### src/sv/pfc_pkg.sv
// Shared types, constants and helper functions for the Playfair digram cipher core.
// No dependencies; compiled first.
package pfc_pkg;

  typedef logic [4:0] letter_t;
  typedef logic [2:0] coord_t;
  typedef logic [1:0] opcode_t;

  // Item opcodes
  localparam opcode_t OP_CLEAR  = 2'd0;
  localparam opcode_t OP_KEY    = 2'd1;
  localparam opcode_t OP_FINISH = 2'd2;
  localparam opcode_t OP_PAIR   = 2'd3;

  // Square geometry and alphabet
  localparam int      ALPHA_N     = 26;
  localparam int      CELLS_N     = 25;
  localparam letter_t ALPHA       = 5'd26;
  localparam letter_t SQ_CELLS    = 5'd25;
  localparam letter_t LAST_CELL   = 5'd24;
  localparam letter_t LAST_LETTER = 5'd25;
  localparam letter_t CODE_I      = 5'd8;
  localparam letter_t CODE_J      = 5'd9;
  localparam coord_t  LAST_COORD  = 3'd4;

  // Treat j as i
  function automatic letter_t fold_j(input letter_t c);
    return (c == CODE_J) ? CODE_I : c;
  endfunction

  // Step a row or column index by one with wrap
  function automatic coord_t wrap_inc(input coord_t v);
    return (v == LAST_COORD) ? 3'd0 : v + 3'd1;
  endfunction

  // Row-major cell address: row * 5 + col
  function automatic letter_t cell_addr(input coord_t row, input coord_t col);
    return {row, 2'b00} + {2'b00, row} + {2'b00, col};
  endfunction

endpackage

### src/sv/pfc_in_if.sv
// Input channel of the Playfair core: valid/ready handshake plus one item.
// Depends on pfc_pkg.
interface pfc_in_if;
  logic              valid;
  logic              ready;
  pfc_pkg::opcode_t  opcode;
  pfc_pkg::letter_t  letter_a;
  pfc_pkg::letter_t  letter_b;

  modport source (output valid, output opcode, output letter_a, output letter_b,
                  input ready);
  modport sink   (input valid, input opcode, input letter_a, input letter_b,
                  output ready);
endinterface

### src/sv/pfc_out_if.sv
// Result channel of the Playfair core: valid/ready handshake plus one item.
// Depends on pfc_pkg.
interface pfc_out_if;
  logic              valid;
  logic              ready;
  pfc_pkg::letter_t  cipher_a;
  pfc_pkg::letter_t  cipher_b;
  logic              square_full;

  modport source (output valid, output cipher_a, output cipher_b, output square_full,
                  input ready);
  modport sink   (input valid, input cipher_a, input cipher_b, input square_full,
                  output ready);
endinterface

### src/sv/pfc_ram.sv
// Generic single-write, single-read RAM with registered read data.
// No dependencies.
module pfc_ram #(
  parameter int WIDTH = 5,
  parameter int DEPTH = 25
) (
  input  logic                     clk,
  input  logic                     we,
  input  logic [$clog2(DEPTH)-1:0] waddr,
  input  logic [WIDTH-1:0]         wdata,
  input  logic [$clog2(DEPTH)-1:0] raddr,
  output logic [WIDTH-1:0]         rdata
);

  logic [WIDTH-1:0] mem [DEPTH];

  // Write port and registered read port
  always_ff @(posedge clk) begin
    if (we) begin
      mem[waddr] <= wdata;
    end
    rdata <= mem[raddr];
  end

endmodule

### src/sv/playfair_digram_cipher_core.sv
// Playfair 5x5 key square builder and digram encryptor. Every item gives exactly one
// result item. A clear item, a key-letter item, or a pair item on a partial square or with
// a code past z goes straight to the done state, where its result is registered. A finish
// item walks the alphabet (one alphabet letter per cycle) and a full pair item searches
// the square: it sits in a 25-entry RAM with one read port, and a walk cell by cell
// compares each cell read against both letters before two more reads fetch the cipher
// letters. The input is ready only while the sequencer is idle, which it is again from
// the cycle in which the result is registered. A finished result waits in the output
// register and the next item is taken meanwhile; a result that is still waiting when the
// next one is done holds the sequencer until it leaves. Depends on pfc_pkg, pfc_in_if,
// pfc_out_if and pfc_ram.
module playfair_digram_cipher_core (
  input  logic           clk,
  input  logic           rst_n,
  pfc_in_if.sink         in_ch,
  pfc_out_if.source      out_ch
);
  import pfc_pkg::*;

  // Sequencer states
  localparam logic [2:0] S_IDLE = 3'd0;
  localparam logic [2:0] S_FIN  = 3'd1;
  localparam logic [2:0] S_SCAN = 3'd2;
  localparam logic [2:0] S_TAIL = 3'd3;
  localparam logic [2:0] S_Q1   = 3'd4;
  localparam logic [2:0] S_Q2   = 3'd5;
  localparam logic [2:0] S_Q3   = 3'd6;
  localparam logic [2:0] S_DONE = 3'd7;

  logic [2:0]         state_r, state_nxt;
  letter_t            fill_r, fill_nxt;
  logic [ALPHA_N-1:0] used_r, used_nxt;
  letter_t            let_r, let_nxt;
  letter_t            addr_r, addr_nxt;
  coord_t             row_r, row_nxt, col_r, col_nxt;
  coord_t             prow_r, prow_nxt, pcol_r, pcol_nxt;
  logic               chk_r, chk_nxt;
  letter_t            ta_r, ta_nxt, tb_r, tb_nxt;
  coord_t             r1_r, r1_nxt, c1_r, c1_nxt, r2_r, r2_nxt, c2_r, c2_nxt;
  letter_t            ca_r, ca_nxt, cb_r, cb_nxt;
  logic               out_valid_r, out_valid_nxt;
  letter_t            out_ca_r, out_ca_nxt, out_cb_r, out_cb_nxt;
  logic               out_full_r, out_full_nxt;

  logic    accept;
  letter_t ap_c;
  logic    ap_req, ap_hit, ap_ok;
  letter_t raddr, rdata;
  coord_t  q1r, q1c, q2r, q2c;

  assign in_ch.ready = (state_r == S_IDLE);
  assign accept      = in_ch.valid && in_ch.ready;

  // Append path shared by key letters and the finish walk
  assign ap_c   = (state_r == S_FIN) ? let_r : fold_j(in_ch.letter_a);
  assign ap_req = ((state_r == S_FIN) && (let_r != CODE_J)) ||
                  (accept && (in_ch.opcode == OP_KEY));
  assign ap_hit = (ap_c < ALPHA) ? used_r[ap_c] : 1'b1;
  assign ap_ok  = ap_req && !ap_hit && (fill_r < SQ_CELLS);

  // Cipher cell coordinates from the located pair
  always_comb begin
    if (r1_r == r2_r) begin
      q1r = r1_r;           q1c = wrap_inc(c1_r);
      q2r = r2_r;           q2c = wrap_inc(c2_r);
    end else if (c1_r == c2_r) begin
      q1r = wrap_inc(r1_r); q1c = c1_r;
      q2r = wrap_inc(r2_r); q2c = c2_r;
    end else begin
      q1r = r1_r;           q1c = c2_r;
      q2r = r2_r;           q2c = c1_r;
    end
  end

  // Select the read address
  always_comb begin
    case (state_r)
      S_Q1:    raddr = cell_addr(q1r, q1c);
      S_Q2:    raddr = cell_addr(q2r, q2c);
      default: raddr = addr_r;
    endcase
  end

  pfc_ram #(
    .WIDTH ($bits(letter_t)),
    .DEPTH (CELLS_N)
  ) u_square (
    .clk   (clk),
    .we    (ap_ok),
    .waddr (fill_r),
    .wdata (ap_c),
    .raddr (raddr),
    .rdata (rdata)
  );

  // Sequencer
  always_comb begin
    state_nxt     = state_r;
    fill_nxt      = fill_r;
    used_nxt      = used_r;
    let_nxt       = let_r;
    addr_nxt      = addr_r;
    row_nxt       = row_r;
    col_nxt       = col_r;
    prow_nxt      = prow_r;
    pcol_nxt      = pcol_r;
    chk_nxt       = chk_r;
    ta_nxt        = ta_r;
    tb_nxt        = tb_r;
    r1_nxt        = r1_r;
    c1_nxt        = c1_r;
    r2_nxt        = r2_r;
    c2_nxt        = c2_r;
    ca_nxt        = ca_r;
    cb_nxt        = cb_r;
    out_valid_nxt = out_valid_r && !out_ch.ready;
    out_ca_nxt    = out_ca_r;
    out_cb_nxt    = out_cb_r;
    out_full_nxt  = out_full_r;

    case (state_r)
      S_IDLE: begin
        if (accept) begin
          ca_nxt = '0;
          cb_nxt = '0;
          case (in_ch.opcode)
            OP_CLEAR: begin
              used_nxt  = '0;
              fill_nxt  = '0;
              state_nxt = S_DONE;
            end
            OP_KEY: begin
              state_nxt = S_DONE;
            end
            OP_FINISH: begin
              let_nxt   = '0;
              state_nxt = S_FIN;
            end
            OP_PAIR: begin
              if ((fill_r == SQ_CELLS) && (in_ch.letter_a < ALPHA) &&
                  (in_ch.letter_b < ALPHA)) begin
                ta_nxt    = fold_j(in_ch.letter_a);
                tb_nxt    = fold_j(in_ch.letter_b);
                addr_nxt  = '0;
                row_nxt   = '0;
                col_nxt   = '0;
                chk_nxt   = 1'b0;
                state_nxt = S_SCAN;
              end else begin
                state_nxt = S_DONE;
              end
            end
            default: state_nxt = S_DONE;
          endcase
        end
      end
      S_FIN: begin
        let_nxt = let_r + 5'd1;
        if (let_r == LAST_LETTER) begin
          state_nxt = S_DONE;
        end
      end
      S_SCAN: begin
        prow_nxt = row_r;
        pcol_nxt = col_r;
        chk_nxt  = 1'b1;
        addr_nxt = addr_r + 5'd1;
        col_nxt  = wrap_inc(col_r);
        if (col_r == LAST_COORD) begin
          row_nxt = row_r + 3'd1;
        end
        if (addr_r == LAST_CELL) begin
          state_nxt = S_TAIL;
        end
      end
      S_TAIL: begin
        chk_nxt   = 1'b0;
        state_nxt = S_Q1;
      end
      S_Q1: begin
        state_nxt = S_Q2;
      end
      S_Q2: begin
        ca_nxt    = rdata;
        state_nxt = S_Q3;
      end
      S_Q3: begin
        cb_nxt    = rdata;
        state_nxt = S_DONE;
      end
      S_DONE: begin
        if (!out_valid_r || out_ch.ready) begin
          out_valid_nxt = 1'b1;
          out_ca_nxt    = ca_r;
          out_cb_nxt    = cb_r;
          out_full_nxt  = (fill_r == SQ_CELLS);
          state_nxt     = S_IDLE;
        end
      end
      default: state_nxt = S_IDLE;
    endcase

    // Compare the cell read last cycle against both targets
    if (chk_r && ((state_r == S_SCAN) || (state_r == S_TAIL))) begin
      if (rdata == ta_r) begin
        r1_nxt = prow_r;
        c1_nxt = pcol_r;
      end
      if (rdata == tb_r) begin
        r2_nxt = prow_r;
        c2_nxt = pcol_r;
      end
    end

    // Record an appended letter
    if (ap_ok) begin
      used_nxt[ap_c] = 1'b1;
      fill_nxt       = fill_r + 5'd1;
    end
  end

  // Control registers
  always_ff @(posedge clk) begin
    if (!rst_n) begin
      state_r     <= S_IDLE;
      fill_r      <= '0;
      used_r      <= '0;
      out_valid_r <= 1'b0;
      chk_r       <= 1'b0;
    end else begin
      state_r     <= state_nxt;
      fill_r      <= fill_nxt;
      used_r      <= used_nxt;
      out_valid_r <= out_valid_nxt;
      chk_r       <= chk_nxt;
    end
  end

  // Payload registers
  always_ff @(posedge clk) begin
    let_r    <= let_nxt;
    addr_r   <= addr_nxt;
    row_r    <= row_nxt;
    col_r    <= col_nxt;
    prow_r   <= prow_nxt;
    pcol_r   <= pcol_nxt;
    ta_r     <= ta_nxt;
    tb_r     <= tb_nxt;
    r1_r     <= r1_nxt;
    c1_r     <= c1_nxt;
    r2_r     <= r2_nxt;
    c2_r     <= c2_nxt;
    ca_r     <= ca_nxt;
    cb_r     <= cb_nxt;
    out_ca_r <= out_ca_nxt;
    out_cb_r <= out_cb_nxt;
    out_full_r <= out_full_nxt;
  end

  assign out_ch.valid       = out_valid_r;
  assign out_ch.cipher_a    = out_ca_r;
  assign out_ch.cipher_b    = out_cb_r;
  assign out_ch.square_full = out_full_r;

`ifndef NO_ASSERTIONS
  // Fill count never passes the cell count
  a_fill_bound: assert property (@(posedge clk) disable iff (!rst_n)
    fill_r <= SQ_CELLS)
    else $error("fill count beyond square size");

  // Used letters and filled cells stay in step
  a_used_count: assert property (@(posedge clk) disable iff (!rst_n)
    $countones(used_r) == int'(fill_r))
    else $error("used letters disagree with fill count");

  // An append grows the square by exactly one cell
  a_append_step: assert property (@(posedge clk) disable iff (!rst_n)
    ap_ok |=> fill_r == $past(fill_r) + 5'd1)
    else $error("append did not advance fill count");

  // A nonzero cipher letter only comes from a full square
  a_cipher_full: assert property (@(posedge clk) disable iff (!rst_n)
    (out_valid_r && ((out_ca_r != 5'd0) || (out_cb_r != 5'd0))) |-> out_full_r)
    else $error("cipher letters without a full square");

  // The square is only searched when full
  a_scan_full: assert property (@(posedge clk) disable iff (!rst_n)
    (state_r == S_SCAN) |-> (fill_r == SQ_CELLS))
    else $error("search started on a partial square");
`endif

endmodule

### src/flat_wrapper.sv
// flat-port wrapper written by rule: the top's interface ports become plain ports
module playfair_digram_cipher_core_flat import pfc_pkg::*;
  (clk, rst_n, in_ch_valid, in_ch_opcode, in_ch_letter_a, in_ch_letter_b, in_ch_ready, out_ch_valid, out_ch_cipher_a, out_ch_cipher_b, out_ch_square_full, out_ch_ready);
  pfc_in_if in_ch_i ();
  pfc_out_if out_ch_i ();
  input  logic clk;
  input  logic rst_n;
  input wire logic [$bits(in_ch_i.valid)-1:0] in_ch_valid;
  input wire logic [$bits(in_ch_i.opcode)-1:0] in_ch_opcode;
  input wire logic [$bits(in_ch_i.letter_a)-1:0] in_ch_letter_a;
  input wire logic [$bits(in_ch_i.letter_b)-1:0] in_ch_letter_b;
  output wire logic [$bits(in_ch_i.ready)-1:0] in_ch_ready;
  output wire logic [$bits(out_ch_i.valid)-1:0] out_ch_valid;
  output wire logic [$bits(out_ch_i.cipher_a)-1:0] out_ch_cipher_a;
  output wire logic [$bits(out_ch_i.cipher_b)-1:0] out_ch_cipher_b;
  output wire logic [$bits(out_ch_i.square_full)-1:0] out_ch_square_full;
  input wire logic [$bits(out_ch_i.ready)-1:0] out_ch_ready;
  assign in_ch_i.valid = in_ch_valid;
  assign in_ch_i.opcode = in_ch_opcode;
  assign in_ch_i.letter_a = in_ch_letter_a;
  assign in_ch_i.letter_b = in_ch_letter_b;
  assign in_ch_ready = in_ch_i.ready;
  assign out_ch_valid = out_ch_i.valid;
  assign out_ch_cipher_a = out_ch_i.cipher_a;
  assign out_ch_cipher_b = out_ch_i.cipher_b;
  assign out_ch_square_full = out_ch_i.square_full;
  assign out_ch_i.ready = out_ch_ready;
  playfair_digram_cipher_core u_core (.clk(clk), .rst_n(rst_n), .in_ch(in_ch_i), .out_ch(out_ch_i));
endmodule
### config.mk
export PLATFORM = sky130hd
export DESIGN_NAME = playfair_digram_cipher_core_flat
export DESIGN_NICKNAME = d
export VERILOG_FILES = /design/src/sv/pfc_pkg.sv /design/src/sv/pfc_in_if.sv /design/src/sv/pfc_out_if.sv /design/src/sv/pfc_ram.sv /design/src/sv/playfair_digram_cipher_core.sv /design/src/flat_wrapper.sv
export SDC_FILE = /design/constraint.sdc
export NUM_CORES = 1
export LEC_CHECK = 0
export ABC_AREA = 1
export BUFFER_PORTS_ARGS = -buffer_cell sky130_fd_sc_hd__buf_2
export CORE_MARGIN = 1.5
export CORE_UTILIZATION = 45
export CTS_CLUSTER_SIZE = 30
export DETAILED_ROUTE_END_ITERATION = 10
export PLACE_DENSITY_LB_ADDON = 0.3
export SKIP_LAST_GASP = 1
export SYNTH_ARGS = -nofsm -noshare
export SYNTH_HDL_FRONTEND = slang
export SYNTH_SLANG_ARGS = --single-unit
### constraint.sdc
create_clock -name clk -period 6.35 [get_ports clk]
set_clock_uncertainty 0.15 [all_clocks]
set_input_delay 1.27 -clock clk [delete_from_list [all_inputs] [get_ports clk]]
set_output_delay 1.27 -clock clk [all_outputs]
set_load 0.05 [all_outputs]
==> results of run 1 <==
[final timing paths]
path                                         endpoint  slack (ps)  depth (start not counted)
setup reg to reg     u_core.u_square.rdata[0]$_DFF_P_        2030                         18
setup / recovery     u_core.u_square.rdata[0]$_DFF_P_        2030                         18
hold / removal    u_core.out_ch.cipher_b[2]$_DFFE_PP_         270                          0
hold reg to reg   u_core.out_ch.cipher_b[2]$_DFFE_PP_         270                          0
[state kept, by name, summed over array words and instances (netlist names), 5 cells and up]
| signal | flops |
|---|---|
| u_core.tb_r | 5 |
| u_core.out_ch.cipher_b | 5 |
| u_core.out_ch.cipher_a | 5 |
| u_core.used_r | 26 |
| u_core.addr_r | 5 |
| u_core.let_r | 5 |
| u_core.u_square.mem | 125 |
| u_core.ta_r | 5 |
| u_core.fill_r | 5 |
| u_core.u_square.rdata | 5 |
| u_core.ca_r | 5 |
| u_core.cb_r | 5 |
[layer usage]
layer	GRT usage, %	routed length [um]	part of all wire [%]
met5	0	0	0
met4	5.75	574	2.5
met3	3.10	1150	5.0
met2	29.9	10700	47
met1	24.5	10400	46
[critical path, delay by kind of cell (launching register included)]
kind	cells	cell delay, ps
xor gates and xnor gates	1	180
AOI/OAI and AO/OA	3	700
DFF	1	440
buffers and inverters	4	1240
adders and majority gates	2	470
and+or+nand+nor	8	1060
[cell families after synthesis]
kind of cell / after synthesis / share of synthesized area, %
fa+ha+maj: 33 / 4.03
xor+xnor: 16 / 1.27
simple gates: 492 / 19.2
buf+inv: 193 / 7.33
compound gates: 151 / 8.81
flops: 231 / 59.3
[power breakdown]
group          switching [W]  internal, W
sequential          0.000112      0.00194
clock               0.000565     0.000842
combinational        0.00134     0.000511
[cell usage in the layout, fill, tap and decap left out, types with 7 or more instances in the layout]
cell type,n
buf_2,28
nand2_1,259
o211ai_1,65
clkinv_1,7
clkbuf_16,25
ha_1,29
dfxtp_1,41
o21ai_0,20
nand3_1,95
nor2_1,100
nand2_4,7
edfxtp_1,190
inv_1,142
a21oi_1,45
xnor2_1,10
buf_4,8
nor2_2,13
[layout make-up]
type                       instances  area, um^2  area share (%)
timing repair buffer              36         200            1.65
inverter                         147         553            4.55
antenna                            2        5.00          0.0412
sequential                       231        6530            53.7
clock inverter                    14         146            1.20
multi-input combinational        692        3670            30.2
clock buffer                      30         644            5.30
tap                              324         405            3.34
[stage by stage]
| stage | util (%) | total power, W | area, um^2 | std cells |
|---|---|---|---|---|
| finish | 50.3 | 0.00531 | 12200 | 1476 |
| global route | 50.2 | 0.00564 | 12100 | 1474 |
| CTS | 50.2 | 0.00534 | 12100 | 1474 |
| floorplan | - | 0.00346 | 11000 | 1116 |
| global placement | 47.0 | 0.00390 | 11400 | 1430 |
| detailed placement | 47.0 | 0.00393 | 11400 | 1430 |
==> results.md, run 1 <==
* CTS clock-pin slew for the worst setup and hold paths at 60 ps
* Number of flops mapped to enable cells by yosys at 190
* Final period utilization at 68.0%
* DIE HEIGHT at 159 um
* I/O pin count at 29
* Crit. End Element: flip-flop
* Hold slack at 273 ps
* Port bufs at 28
* Worst Max-Slew Pin Slew at 1220 ps
* Skew-Pair Late Insertion Delay at 520 ps
* Global route total overflow at 0
* Post-CTS resize count at 0
* Longest Clk Path Bufs at 3
* Critical path arrival at 4620 ps
* CP required at 6650 ps
* HPWL Detailed at 15.6 mm
* Synth area leaders: edfxtp_1 52%, nand2_1 8.8%, dfxtp_1 7.5%
* Sequential area share after synthesis at 59.3%
* First-pass GRT wire length at 37.0 mm
* Final Hold Viols at 0
* WL per Instance at 15.5 um
* Setup TNS Final at 0 ps
* Critical Path Source: u_core.r2_r[0]$_DFFE_PP_
* Worst path cell trace: xnor2_1, nand3_1, nand3_1, inv_1, o21ai_0, inv_1, ha_1, ha_1, nand2_1, o211ai_1, buf_4, inv_1, o211ai_1, nand3_1, nand3_1, nand2_1, nand2_1, nand2_1
* Final worst slack at 2030 ps
* Die X at 159 um
* Routed vias/inst at 5.05
* Layout cells sized above 1 at 8.96%
* Synth warn at 0
* Number of setup buffers added after CTS at 0
* Setup violations, final at 0
* Global placement routability congestion at 0.818
* CTS tree: built
* Nets at 1,181
* Routed Antenna Nets at 0
* Number of buffers created by CTS at 24
* Slowest CP cell: inv_1
* Vias at 7,454
* Final Slew Violations at 0
* Most common cell in the netlist: nand2_1
* Avg Cell Area, Syn at 9.86 um^2
* Most instantiated cells after synthesis: 259 x nand2_1, 190 x edfxtp_1, 142 x inv_1
* Dominant cell type by area after synthesis: edfxtp_1
* Min Tclk post-route at 4320 ps
* Syn Nets at 1,165
* Crit path kind: reg2reg
* Gr usage total at 18.1%
* Type of the worst min-delay path: reg2reg
* Synth top area share at 51.9%
* RSZ-0062 raised after global routing: no
* Iter 0 DRT Violations at 512
* Static Leakage at 4.76 nW
* Startpoint types: flip-flop
* Cells after synthesis at 1,116
* Crit Path Max Fanout at 31
* Register bit count reported by yosys at 231
* Fill cell count at 2,189
* Clk root buf: clkbuf_16
* Sink Count at 231
* Worst Hold Launch: u_core.cb_r[2]$_SDFFCE_PN0P_
* H-tree Lvls at 1
* Final WL at 22.8 mm
* Status: completed
* Vias in the first global route at 7,276
* MaxCap Viol Count at 0
* Reg2Reg Launch Point: u_core.r2_r[0]$_DFFE_PP_
* Layout area overhead at 10.4%
* Die area at 0.0254 mm^2
* Library cells used by synthesis at 43
* Post-synthesis cell area at 0.0110 mm^2
* DRC Markers at 0
* First-pass iteration count of the detailed router at 5
* Core area at 0.0242 mm^2
* Maximum VDD drop at 270 uV
* Ys flop type: edfxtp_1
* Slew margin rel. at 18.2%
* Ys async rst share at 0%
* Fmax at 0.232 GHz
* CP peak stage delay at 730 ps
* Largest net degree at the start of global routing at 64
* Worst slack at placement at 1770 ps
* # hold bufs at CTS at 0
* PwrDens at 437 mW/mm^2
* Starting density of the core at 45.5%
* # rows at 57
* Initial antenna violation count at 2
(Power assumes the default switching activity.)
==> run 2, diff against run 1 <==
==> constraint.sdc (replaced) <==
create_clock -name clk -period 4 [get_ports clk]
set_clock_uncertainty 0.15 [all_clocks]
set_input_delay 0.8 -clock clk [delete_from_list [all_inputs] [get_ports clk]]
set_output_delay 0.8 -clock clk [all_outputs]
set_load 0.05 [all_outputs]
==> run 2 against run 1 <==
Compared with the run above: cell area increased by 0.44%; clock power up 48%; setup slack lost 1800 ps; critical path depth unchanged; largest cell class unchanged.
==> results.md, run 2 (synthesized netlist as in run 1, its figures left out) <==
* Crit path kind: reg2reg
* Largest Register: u_core.u_square.mem
* Worst Max-Slew Pin Slew at 1100 ps
* Fill cell count at 2,167
* Hold slack at 267 ps
* Hold endpoint: u_core.out_ch.cipher_a[2]$_DFFE_PP_
* Layout cells sized above 1 at 10.3%
* Register-to-register setup slack at 270 ps
* Longest Clk Path Bufs at 3
* Nets at 1,190
* Type of the worst min-delay path: reg2reg
* HPWL Detailed at 15.6 mm
* Fin util at 50.5%
* Global routing usage on met1 at 25.0%
* Crit Path Max Fanout at 9
* Final WL at 23.6 mm
* Reg2Reg Launch Point: u_core.r2_r[0]$_DFFE_PP_
* First-pass GRT wire length at 37.4 mm
* Setup violations, final at 0
* Maximum VDD drop at 399 uV
* GRT busiest layer: met2
* Gr usage total at 18.5%
* Critical path arrival at 4040 ps
* CP required at 4310 ps
* Static Leakage at 4.79 nW
* I/O pin count at 29
* WL per Instance at 15.9 um
* Critical R2R Capture: u_core.u_square.rdata[4]$_DFF_P_
* FF-to-FF path depth at 18
* Die X at 159 um
* Vias in the first global route at 7,177
* Worst Hold Launch: u_core.ca_r[2]$_SDFFCE_PN0P_
* Ant diodes at 0
* Area occupied by multi-input gates at 0.00370 mm^2
* Die area at 0.0254 mm^2
* Global route total overflow at 0
* Vias at 7,645
* Skew-Pair Late Insertion Delay at 520 ps
* PwrDens at 692 mW/mm^2
* Routed vias/inst at 5.16
* Startpoint types: flip-flop
* Min Tclk post-route at 3730 ps
* Number of buffers created by CTS at 24
* Final Hold Viols at 0
* Number of flip-flops in the largest register at 125
* # rows at 57
* Port bufs at 28
* Initial antenna violation count at 0
* Fmax at 0.268 GHz
* DIE HEIGHT at 159 um
* H-tree Lvls at 1
* DRC Markers at 0
* Starting density of the core at 45.5%
* Status: completed
* MaxCap Viol Count at 0
* Slew margin rel. at 26.4%
* Setup TNS Final at 0 ps
* Clk root buf: clkbuf_16
* Final Slew Violations at 0
* Hold-critical path depth at 0
* Commonest non-fill, non-tap cell in the layout: nand2_1
* Layout area overhead at 10.9%
* Routed Antenna Nets at 0
* Final period utilization at 93.3%
* First-pass iteration count of the detailed router at 6
* Most frequent cells in the layout: 259 x nand2_1, 190 x edfxtp_1, 140 x inv_1
* Iter 0 DRT Violations at 678
* Largest net degree at the start of global routing at 121
* Crit. End Element: flip-flop
* Sink Count at 231
* Biggest regs: u_core.u_square.mem (125), u_core.used_r (26)
* CTS tree: built
* Global placement routability congestion at 0.828
* Met3 Use GR at 2.27%
* CTS clock-pin slew for the worst setup and hold paths at 60 ps
* Core area at 0.0242 mm^2
* Register area at 0.00653 mm^2
* Met2 usage at 31.4%
* RSZ-0062 raised after global routing: no
[run 2: cell count changes in the layout (fill, tap and decap cells not counted), sizes merged]
cell	previous run	this run
buf	36	44
clkbuf	30	36
clkinv	11	7
bufinv	3	0
clkinvlp	1	3
diode	2	0
[run 2: repair_timing]
action,CTS,global route
resized for setup,0,11
hold buffers,0,0
buffers inserted,0,1
setup endpoints to repair,0,5
[run 2: through the flow]
step	area, um^2	cells	power (W)	worst slack [ps]
floorplan	11000	1116	0.00550	426
global placement	11400	1437	0.00633	201
detailed placement	11400	1437	0.00634	150
CTS	12200	1481	0.00842	124
global route	12200	1483	0.00895	3.85
finish	12200	1483	0.00844	268
[run 2: report_power, final]
group	leakage (nW)	internal, W	switching [W]	total (W)
Sequential	2.07	0.00307	0.000191	0.00326
Combinational	2.36	0.000894	0.00220	0.00309
Clock	0.358	0.00118	0.000907	0.00208
Total	4.79	0.00514	0.00330	0.00844
[run 2: area by class of cell]
| cell class | instances | area share [%] |
|---|---|---|
| inverters | 147 | 4.58 |
| repair inverters | 1 | 0.0615 |
| clock buffers | 36 | 5.55 |
| clock inverters | 8 | 0.472 |
| multi-input cells | 692 | 30.3 |
| well taps | 324 | 3.32 |
| repair buffers | 44 | 2.27 |
| flip-flops and latches | 231 | 53.5 |
[run 2: worst max-delay path by stage]
stage / start / end / slack, ps / cells after the start
after floorplan: u_core.r2_r[0]$_DFFE_PP_ / u_core.u_square.rdata[2]$_DFF_P_ / 430 / 18
after global placement: u_core.r1_r[0]$_DFFE_PP_ / u_core.u_square.rdata[0]$_DFF_P_ / 200 / 18
after detailed placement: u_core.r2_r[1]$_DFFE_PP_ / u_core.u_square.rdata[2]$_DFF_P_ / 150 / 18
after CTS: u_core.r2_r[1]$_DFFE_PP_ / u_core.u_square.rdata[2]$_DFF_P_ / 120 / 18
after global routing: u_core.r2_r[0]$_DFFE_PP_ / u_core.u_square.rdata[0]$_DFF_P_ / 4 / 17
final: u_core.r2_r[0]$_DFFE_PP_ / u_core.u_square.rdata[4]$_DFF_P_ / 270 / 18
[run 2: worst max-delay path, stage by stage (launching register included)]
cell        delay (ps)
edfxtp_1           450
xnor2_1            220
nand3_2            160
nand3_2            160
inv_4               70
o211ai_1           110
nand2_1            120
fa_1               490
inv_1               70
fa_1               480
a22o_1             290
a21oi_4            190
buf_4              170
clkinvlp_4         160
nand3_1            130
nand3_1             80
nand2_1             70
nand2_1             50
nand2_1             70
[run 2: layer usage]
layer  part of all wire, %  up-vias
li1                      -     3813
met1                    45     3624
met2                    48      172
met3                   4.8       36
met4                   2.2        0
met5                     0        -
==> run 3, diff against run 2 <==
--- a/config.mk
+++ b/config.mk
@@ -15,4 +15,5 @@
 export SKIP_LAST_GASP = 1
 export SYNTH_ARGS = -nofsm -noshare
 export SYNTH_HDL_FRONTEND = slang
+export SYNTH_HIERARCHICAL = 1
 export SYNTH_SLANG_ARGS = --single-unit
==> run 3 against run 2 <==
Compared with the run above: critical path type unchanged; wire length is 9.3% higher; critical path depth fell by 1; cell area rose by 5.1%.
==> results.md, run 3 <==
* Worst Hold Launch: u_core/cb_r[0]$_SDFFCE_PN0P_
* Ant diodes at 0
* PwrDens at 632 mW/mm^2
* Critical R2R Capture: u_core/u_square/rdata[0]$_DFF_P_
* Core area at 0.0245 mm^2
* Die X at 162 um
* HPWL Detailed at 17.7 mm
* Crit. End Element: flip-flop
* Global placement routability congestion at 0.863
* Final WL at 25.8 mm
* Sequential area share after synthesis at 57.6%
* Type of the worst min-delay path: reg2reg
* First-pass iteration count of the detailed router at 5
* Number of flip-flops in the largest register at 125
* Routed Antenna Nets at 0
* Maximum VDD drop at 286 uV
* Register bit count reported by yosys at 231
* Min Tclk post-route at 3790 ps
* Largest Register: u_core/u_square/mem
* WL per Instance at 16.2 um
* Final period utilization at 94.9%
* CTS clock-pin slew for the worst setup and hold paths at 60 ps
* First-pass GRT wire length at 41.4 mm
* CTS tree: built
* Number of buffers created by CTS at 25
* Iter 0 DRT Violations at 647
* Final Slew Violations at 0
* Setup TNS Final at 0 ps
* Clk root buf: clkbuf_16
* Skew-Pair Late Insertion Delay at 510 ps
* Most instantiated cells after synthesis: 288 x nand2_1, 190 x edfxtp_1, 145 x inv_1
* Global route total overflow at 0
* Library cells used by synthesis at 54
* Most frequent cells in the layout: 287 x nand2_1, 190 x edfxtp_1, 145 x inv_1
* Slew margin rel. at 17.6%
* Hold endpoint: u_core/out_ch.cipher_b[0]$_DFFE_PP_
* CP required at 4250 ps
* Vias in the first global route at 8,026
* Final Hold Viols at 0
* Fill cell count at 2,199
* Port bufs at 28
* MaxCap Viol Count at 0
* H-tree Lvls at 1
* Area occupied by multi-input gates at 0.00397 mm^2
* Synth warn at 6
* Nets at 1,293
* Starting density of the core at 46.1%
* Hold-critical path depth at 0
* Status: completed
* Gr usage total at 20.0%
* # rows at 57
* Layout area overhead at 13.3%
* Die area at 0.0261 mm^2
* Initial antenna violation count at 0
* Commonest non-fill, non-tap cell in the layout: nand2_1
* FF-to-FF path depth at 17
* Dominant cell type by area after synthesis: edfxtp_1
* Biggest regs: u_core/u_square/mem (125), u_core/used_r (26)
* Fin util at 52.3%
* Startpoint types: flip-flop
* Post-synthesis cell area at 0.0113 mm^2
* Fmax at 0.264 GHz
* Reg2Reg Launch Point: u_core/c2_r[2]$_DFFE_PP_
* Cells after synthesis at 1,185
* Setup violations, final at 0
* Avg Cell Area, Syn at 9.55 um^2
* Layout cells sized above 1 at 15.6%
* Cell Count, Final, Fillers Out at 1,588
* Largest net degree at the start of global routing at 63
* Hold slack at 268 ps
* Routed vias/inst at 5.17
* Register-to-register setup slack at 210 ps
* Cells after DPL at 1,542
* Register area at 0.00653 mm^2
* DIE HEIGHT at 162 um
* Vias at 8,215
* I/O pin count at 29
* Crit path kind: reg2reg
* Worst Max-Slew Pin Slew at 1220 ps
* Ys async rst share at 0%
* Synth area leaders: edfxtp_1 50%, nand2_1 9.5%, dfxtp_1 7.2%
* Crit Path Max Fanout at 17
* Critical path arrival at 4050 ps
* Ys flop type: edfxtp_1
* Number of flops mapped to enable cells by yosys at 190
* Sink Count at 231
* Synth top area share at 50.4%
* DRC Markers at 0
* Static Leakage at 5.21 nW
* Most common cell in the netlist: nand2_1
* Longest Clk Path Bufs at 3
* Syn Nets at 1,232
* Total power at 0.00810 W
run 3: cell types whose count changed after synthesis, moves of 7 or more:
cell,change
o211ai_1,-60
nor2_1,+17
a21oi_2,+19
o21ai_0,+7
buf_2,+7
nand2_2,+26
nor2_2,-9
nand2_1,+29
nand3_1,+44
a21oi_1,-23
clkbuf_1,-7
run 3: power by group:
group	internal [W]	switching, W	leakage [nW]	total (W)
sequential	0.00300	0.000158	2.06	0.00316
combinational	0.000744	0.00189	2.75	0.00264
clock	0.00140	0.000904	0.395	0.00231
total	0.00515	0.00295	5.21	0.00810
run 3: final cells by class:
| class | count | share of cell area, % |
|---|---|---|
| Timing Repair Buffer | 78 | 4.12 |
| Tap cell | 324 | 3.16 |
| Clock inverter | 15 | 1.38 |
| Multi-Input combinational cell | 759 | 31.0 |
| Sequential cell | 231 | 50.9 |
| Clock buffer | 30 | 5.02 |
| Inverter | 151 | 4.48 |
run 3: cells by family after synthesis:
group | count (synthesis) | share of synthesized area, %
adder cells (fa/ha/maj) | 31 | 3.69
flip-flops | 231 | 57.6
buffers and inverters | 195 | 7.48
AND/OR/NAND/NOR | 611 | 23.7
AO/OA/AOI/OAI | 94 | 5.69
XOR/XNOR | 23 | 1.78
run 3: how the worst max path moves through the flow:
stage                                                  end  slack (ps)  cells after the start                      from
after global routing      u_core/u_square/rdata[1]$_DFF_P_         -30                     20  u_core/r1_r[2]$_DFFE_PP_
final                     u_core/u_square/rdata[0]$_DFF_P_         210                     17  u_core/c2_r[2]$_DFFE_PP_
after floorplan           u_core/u_square/rdata[3]$_DFF_P_         310                     20  u_core/r2_r[0]$_DFFE_PP_
after global placement    u_core/u_square/rdata[0]$_DFF_P_         260                     17  u_core/c2_r[2]$_DFFE_PP_
after detailed placement  u_core/u_square/rdata[0]$_DFF_P_         180                     20  u_core/r1_r[2]$_DFFE_PP_
after CTS                 u_core/u_square/rdata[0]$_DFF_P_         170                     20  u_core/r1_r[2]$_DFFE_PP_
run 3: metal layers:
layer / up-vias / track usage, % / wire length [um] / part of all wire [%]
met1: 3870 / 27.2 / 11200 / 43
met5: - / 0 / 0 / 0
met3: 56 / 2.90 / 1790 / 6.9
met4: 0 / 6.51 / 718 / 2.8
li1: 4015 / - / - / -
met2: 274 / 33.1 / 12100 / 47
run 3: worst max-delay path, stage by stage (launching register included):
cell	delay (ps)
edfxtp_1	460
xor2_1	210
nor3_2	320
nand2_4	120
o31ai_2	240
inv_1	100
fa_1	580
inv_1	70
fa_1	470
o221ai_1	260
buf_4	280
nor2_1	80
nand2_1	70
nand3_1	60
nand3_1	70
nand2_1	50
nand2_1	50
nand2_1	50
run 3: per-stage QoR:
step | setup WS [ps] | area (um^2)
2_1_floorplan | 311 | 11300
3_3_place_gp | 261 | 12000
3_5_place_dp | 177 | 12000
4_1_cts | 167 | 12800
5_1_grt | -28.0 | 12800
6_report | 206 | 12800
run 3: what timing repair did:
item	CTS	global route
resized for setup	0	5
hold endpoints to repair	0	0
setup buffers	0	1
endpoints found under the setup margin	0	5
hold buffers	0	0
